$ cat src/rtl/core/ipf_ram.sv
// generic single port write, single port registered read ram
module ipf_ram #(
  parameter int Width = 8,
  parameter int Depth = 16
) (
  input  logic                     clk,
  input  logic                     wr_en,
  input  logic [$clog2(Depth)-1:0] wr_addr,
  input  logic [Width-1:0]         wr_data,
  input  logic [$clog2(Depth)-1:0] rd_addr,
  output logic [Width-1:0]         rd_data
);
  logic [Width-1:0] mem [Depth];

  always_ff @(posedge clk) begin
    if (wr_en) begin
      mem[wr_addr] <= wr_data;
    end
    rd_data <= mem[rd_addr];
  end
endmodule

$ cat config.mk
export PLATFORM = sky130hd
export DESIGN_NAME = ipf_ram
export DESIGN_NICKNAME = d
export VERILOG_FILES = /design/src/rtl/core/ipf_ram.sv
export SDC_FILE = /design/constraint.sdc
export NUM_CORES = 1
export LEC_CHECK = 0
export BUFFER_PORTS_ARGS = -buffer_cell sky130_fd_sc_hd__clkbuf_2
export CAP_MARGIN = 10
export CORE_UTILIZATION = 55
export DETAILED_ROUTE_END_ITERATION = 16
export PLACE_DENSITY = 0.78
export SKIP_CTS_REPAIR_TIMING = 1
export SLEW_MARGIN = 5
export SYNTH_ARGS = -nofsm -noshare
export SYNTH_HDL_FRONTEND = slang
export SYNTH_SLANG_ARGS = --single-unit
$ cat constraint.sdc
create_clock -name clk -period 2.2 [get_ports clk]
set_clock_uncertainty 0.2 [all_clocks]
set_input_delay 0.11 -clock clk [delete_from_list [all_inputs] [get_ports clk]]
set_output_delay 0.11 -clock clk [all_outputs]
set_load 0.01 [all_outputs]
==> summary.txt, run 1 <==
Yosys
  • Netlist Area Pre-Place: 5147 um^2
  • Post-synth EDFFs: 128
  • Synth warn: 0
  • Post-synth top area share: between 70% and 80%
  • Main area contributors after synthesis: edfxtp_1 (75%), mux4_2 (7.9%), mux4_1 (7.1%)
  • Post-Syn Nets: 247
  • Gate Count Post-Synth: 229
  • Most common cell in the synthesized netlist: edfxtp_1
  • Distinct cells, synth: 19
  • Seq/Total Area, Yosys: 77.78%
  • Mean post-synth cell area: 22.48 um^2
  • Cell taking the most area after synthesis: edfxtp_1
  • Main flop type after synthesis: edfxtp_1
  • Top cells by count, synth: edfxtp_1 (128), mux4_2 (18), a22oi_1 (16)
  • Post-synthesis register bit count: 136
  • Synth async-reset ratio: 0%

Power and ir drop
  • Reg power frac: 48.7%
  • Combinational share of power: 4.9%
  • P_int: 4.756 mW
  • Sw Ratio: 20.45%
  • Power per cell area: 960.4 nW/um^2
  • Clock share of power: 46.4%
  • Sw Pwr: roughly 1.2 mW
  • Worst vdd ir: 409.2 uV
  • Leak: between 2 and 2.5 nW
  • Tot Pwr: 5.979 mW

Placement
  • Hpwl dp: 5871 um
  • Placed insts: 372
  • Worst slack at placement: 340.7 ps
  • GPL Wtd Cong: slightly below 0.8
  • Port Buffers: 25

Floorplan
  • Die width: 98.74 um
  • Core Box Area: a little under 9000 um^2
  • Total I/O pin count: 26
  • # rows: 34
  • Initial Utilization: 57.89%
  • Die ar.: 9750 um^2
  • Die Ht: 98.74 um

STA
  • Max Slew Vio Count: 0
  • RSZ-0062 raised after global routing: no
  • Measured slew at the worst slew-check pin: 632.6 ps
  • Min Hold Slack: -5.647 ps
  • Period utilization: 93.43%
  • Slew headroom: roughly 58%
  • FMAX: 486.5 MHz
  • Tmin final: just over 2000 ps
  • Sum Neg Setup Slack: 0 ps
  • Final setup violation count: 0
  • Final hold violation count: 3
  • Setup ws final: 144.4 ps

CTS
  • Root Buffer: clkbuf_8
  • Clock-pin slew on the worst setup and hold paths: 60 ps
  • Clk_lat worst skew: between 500 and 600 ps
  • Clock Sinks: 136
  • CTS tree: yes
  • Maximum clock path buffer count: 2
  • H-tree levels: 4
  • Inserted Clock Buffers: 17

Worst setup path
  • CP required: 2410 ps
  • Kind of end point of the critical path: flop
  • Worst setup SP type: input pin
  • Crit Path Max Fanout: 5
  • Crit path kind: in2reg
  • Worst EP arrival: 2260 ps
  • Reg2Reg Setup Slack: 190 ps

Run status
  • Status: complete, but fails checks
  • Failing checks: hold timing

Global routing
  • Largest net degree at the start of global routing: 22
  • GR Overflow Total: 0
  • GRT Overall Usage: 22.08%
  • Vias in the first global route: 2,520
  • Wire length of the first global-routing pass: 14,580 um
  • Initial antenna violation count: 0

Cells and area
  • Diodes inserted: 0
  • Area Growth Syn to Fin: 20.95%
  • Layout cells sized above 1: 30.65%
  • Final Non-Filler Cells: 418
  • Final Core Density: a little over two thirds
  • FILL cells: 528
  • Fin nets: 315

Route
  • DR WL met2: 4860 um
  • Via count: 2,551
  • Highest routing layer actually used: met4
  • Pre-Repair DR Iteration Count: 4
  • Post-Route WL: 9714 um
  • Vias per inst: 6.103
  • Metal3 WL: 646 um
  • Drt drc: 0
  • DR WL/cell: 23.24 um
  • DR iter-0 viols: about 170
  • Wl on met1: roughly 4000 um
  • Detail Route Antenna Nets: 0

Worst hold path
  • Hold WC Path Type: in2reg

Run
  • Max_cap viols: 0
[power groups by stage]
| stage | logic, mW | registers [mW] | clock network [mW] |
|---|---|---|---|
| floorplan | 0.147 | 2.97 | 0 |
| global placement | 0.263 | 2.96 | 0 |
| detailed placement | 0.273 | 2.97 | 0 |
| CTS | 0.276 | 2.91 | 2.81 |
| global route | 0.313 | 2.92 | 2.91 |
| finish | 0.292 | 2.91 | 2.78 |
[placed cells by master (no fill, tap or decap), types with 4 or more instances in the layout]
master         synthesis  routed
nand2_1                9       9
buf_4                  1      18
clkbuf_2               0      25
a22oi_1               16      16
dlygate4sd3_1          0      14
clkbuf_16              0      16
mux4_1                14      14
dfxtp_1                8       8
mux4_2                18      18
nor2_1                13      13
nor3_1                 4       4
edfxtp_1             128     128
[path summary, 6_finish.rpt]
path         cells after the start                 end            startpoint
max                              6  rd_data[3]$_DFF_P_            rd_addr[0]
min                              5  rd_data[2]$_DFF_P_            rd_addr[3]
max reg2reg                      4  rd_data[3]$_DFF_P_   mem[9][3]$_DFFE_PP_
min reg2reg                      3  rd_data[4]$_DFF_P_  mem[14][4]$_DFFE_PP_
[cell type report]
cell class	count	area [um^2]	share of cell area, %
tap	108	135.1	2.170
clock buffer	17	414.1	6.652
clock inverter	15	175.2	2.814
timing repair buffer	59	440.4	7.074
sequential	136	4004	64.31
multi-input combinational	83	1057	16.98
[logic make-up after synthesis]
kind of cell	after synthesis	share of synthesized area (%)
flip-flops	136	77.78
AND/OR/NAND/NOR	35	3.184
multiplexers	32	15.02
AO/OA/AOI/OAI	16	2.334
buffers and inverters	10	1.677
[registers in the layout, indices dropped and copies added, names as in the netlist]
name and flops:
rd_data 8, mem 128
[worst max-delay path: stages]
cell and delay, ps:
dlygate4sd3_1 530, clkbuf_2 210, mux4_1 590, a22oi_1 200
dlygate4sd3_1 580, nand2_1 50
[routing by layer]
layer  global-route usage [%]  vias up
met5                        0        -
met4                    10.22        0
met3                    7.376       16
met2                    33.62      117
met1                    29.27     1303
li1                         -     1115
[metrics by stage]
| step | cell area [um^2] | hold slack [ps] |
|---|---|---|
| CTS | 6086 | -213.0 |
| detailed placement | 5497 | 296.2 |
| floorplan | 5147 | 8.869 |
| global route | 6226 | 7.727 |
| global placement | 5497 | 297.4 |
| finish | 6226 | -5.647 |
(Power assumes the default switching activity.)
==> run 2: changes to the inputs <==
--- a/config.mk
+++ b/config.mk
@@ -9,6 +9,7 @@
 export CAP_MARGIN = 10
 export CORE_UTILIZATION = 55
 export DETAILED_ROUTE_END_ITERATION = 16
+export HOLD_SLACK_MARGIN = 0.05
 export PLACE_DENSITY = 0.78
 export SKIP_CTS_REPAIR_TIMING = 1
 export SLEW_MARGIN = 5
==> run 2 against run 1 <==
Compared with the run above:
- the flow now finishes without violations
- register-to-register slack hardly changed
- utilization is 0.23 points higher
- sequential cell count did not move
- combinational power about the same
- count of clock-buffer cells in the layout unchanged
- clock power about the same
- sequential power hardly changed
- design area grew 0.32%
- critical endpoint unchanged
- highest routed layer unchanged
==> summary.txt, run 2 (synthesis gave the netlist of run 1 again) <==
Run status
  • Status: finished clean

Cells and area
  • Final Core Density: 70.25% (+0.23 points)
  • Fin nets: 317 (+0.63%)
  • Diodes inserted: 0 (unchanged)
  • Most common cell after layout, fill and taps aside: edfxtp_1
  • Layout cells sized above 1: 30.45% (-0.20 points)
  • Biggest regs: mem (128), rd_data (8)
  • Most frequent cells in the layout: edfxtp_1 (128), clkbuf_2 (25), mux4_2 (18), buf_4 (18)
  • Area Growth Syn to Fin: 21.34%
  • Largest reg by FF count: mem
  • Largest register FFs: 128 (unchanged)

Placement
  • GPL Wtd Cong: 0.7784 (unchanged)
  • Hpwl dp: 5871 um (unchanged)
  • Worst slack at placement: 340.7 ps (unchanged)
  • Port Buffers: 25 (unchanged)

CTS
  • Maximum clock path buffer count: 2 (unchanged)
  • Clk_lat worst skew: 530 ps (about the same)
  • Clock Sinks: 136 (unchanged)
  • Root Buffer: clkbuf_8
  • CTS tree: yes
  • H-tree levels: 4 (unchanged)
  • Clock-pin slew on the worst setup and hold paths: 60 ps (about the same)
  • Inserted Clock Buffers: 17 (unchanged)

Route
  • Drt drc: 0 (unchanged)
  • Pre-Repair DR Iteration Count: 4 (unchanged)
  • Detail Route Antenna Nets: 0 (unchanged)
  • DR iter-0 viols: 186 (+11%)
  • Vias per inst: 5.976 (-2.1%)
  • DR WL/cell: 23.16 um (-0.35%)
  • Post-Route WL: 9726 um (+0.12%)
  • Via count: 2,510 (-1.6%)

STA
  • Measured slew at the worst slew-check pin: 630.0 ps (-2.555 ps)
  • Period utilization: 97.82% (+4.4 points)
  • Final setup violation count: 0 (unchanged)
  • FMAX: 464.7 MHz (-4.5%)
  • Sum Neg Setup Slack: 0 ps (unchanged)
  • Final hold violation count: 0 (-3)
  • Setup ws final: 48.05 ps (-96.39 ps)
  • Max Slew Vio Count: 0 (unchanged)
  • Min Hold Slack: 45.79 ps (+51.43 ps)
  • Tmin final: 2152 ps (+96.39 ps)
  • Slew headroom: 57.84% (+0.17 points)

Worst hold path
  • Hold WC Path Type: in2reg
  • Hold path cells: 4 (-1)
  • HP Start: wr_addr[2]
  • WHS Endpoint: mem[2][2]$_DFFE_PP_

Worst setup path
  • Reg2Reg Setup Slack: 180 ps (about the same)
  • CP required: 2410 ps (about the same)
  • Crit Path Max Fanout: 8 (+3)
  • CP cell instances: dlygate4sd3_1 > clkbuf_2 > nor2b_1 > dlygate4sd3_1 > buf_4 > a22oi_1 > dlygate4sd3_1 > nand2_1
  • Top cell family by delay on the critical path: buffers and inverters
  • Kind of end point of the critical path: flop
  • Crit path kind: in2reg
  • CP peak stage delay: 580 ps (about the same)
  • Critical-path top delay cell: dlygate4sd3_1
  • Worst setup SP type: input pin
  • Critical R2R Launch: mem[9][3]$_DFFE_PP_
  • R2R depth: 4 (unchanged)
  • Terminus of the critical flop-to-flop path: rd_data[3]$_DFF_P_
  • CP Buf/Inv Count: 5 (+2)
  • Worst EP arrival: 2360 ps (+100 ps)
  • CP dominant cell by count: dlygate4sd3_1

Power and ir drop
  • Tot Pwr: 5.979 mW (about the same)
  • Power per cell area: 957.2 nW/um^2 (-0.33%)
  • Leak: 2.165 nW (+0.45%)
  • Worst vdd ir: 410.6 uV (+0.35%)

Run
  • Max_cap viols: 0 (unchanged)

Global routing
  • Initial antenna violation count: 0 (unchanged)
  • GRT Overall Usage: 22.08% (unchanged)
  • Vias in the first global route: 2,520 (unchanged)
  • Largest net degree at the start of global routing: 22 (unchanged)
  • Wire length of the first global-routing pass: 14,580 um (unchanged)
  • GR Overflow Total: 0 (unchanged)

Floorplan
  • Die ar.: 9750 um^2 (unchanged)
  • Core Box Area: 8891 um^2 (unchanged)
  • # rows: 34 (unchanged)
  • Total I/O pin count: 26 (unchanged)
  • Initial Utilization: 57.89% (unchanged)
  • Die width: 98.74 um (unchanged)
  • Die Ht: 98.74 um (unchanged)
## run 2: changes by cell type in the layout (fill, tap and decap cells not counted), sizes merged
cell	change
dlygate4sd3	+2
## run 2: how the worst max path moves through the flow
stage | start | end | slack, ps | cells past startpoint
after global placement | rd_addr[0] | rd_data[3]$_DFF_P_ | 410 | 5
final | rd_addr[2] | rd_data[3]$_DFF_P_ | 50 | 8
after floorplan | wr_addr[2] | mem[0][0]$_DFFE_PP_ | 400 | 2
after global routing | rd_addr[2] | rd_data[3]$_DFF_P_ | -0.3 | 8
after detailed placement | rd_addr[0] | rd_data[3]$_DFF_P_ | 340 | 5
after CTS | mem[0][3]$_DFFE_PP_ | rd_data[3]$_DFF_P_ | 600 | 3
## run 2: tightest hold or removal path, cell delays in order
cell,delay (ps)
clkbuf_2,100
or3b_2,160
nor2_1,50
buf_4,170
## run 2: final cells by class
cell class / count / area (um^2)
tap: 108 / 135.1
timing repair buffer: 61 / 460.4
clock inverter: 15 / 175.2
clock buffer: 17 / 414.1
sequential: 136 / 4004
multi-input combinational: 83 / 1057
fill: 527 / 2645
## run 2: through the flow
stage,instance area [um^2],instances
floorplan,5147,229
global placement,5497,372
detailed placement,5497,372
CTS,6086,404
global route,6246,420
finish,6246,420
## run 2: layer usage
metal | wire [um] | vias up | track usage, %
met5 | 0 | - | 0
met4 | 170 | 0 | 10.22
met3 | 637 | 12 | 7.376
met2 | 4868 | 99 | 33.62
met1 | 4051 | 1282 | 29.27
li1 | - | 1117 | -
## run 2: power by group
part	total, mW	internal (mW)	switching [mW]
logic	0.295	0.135	0.159
clock network	2.77	1.73	1.05
registers	2.91	2.90	0.0145
total	5.98	4.76	1.22
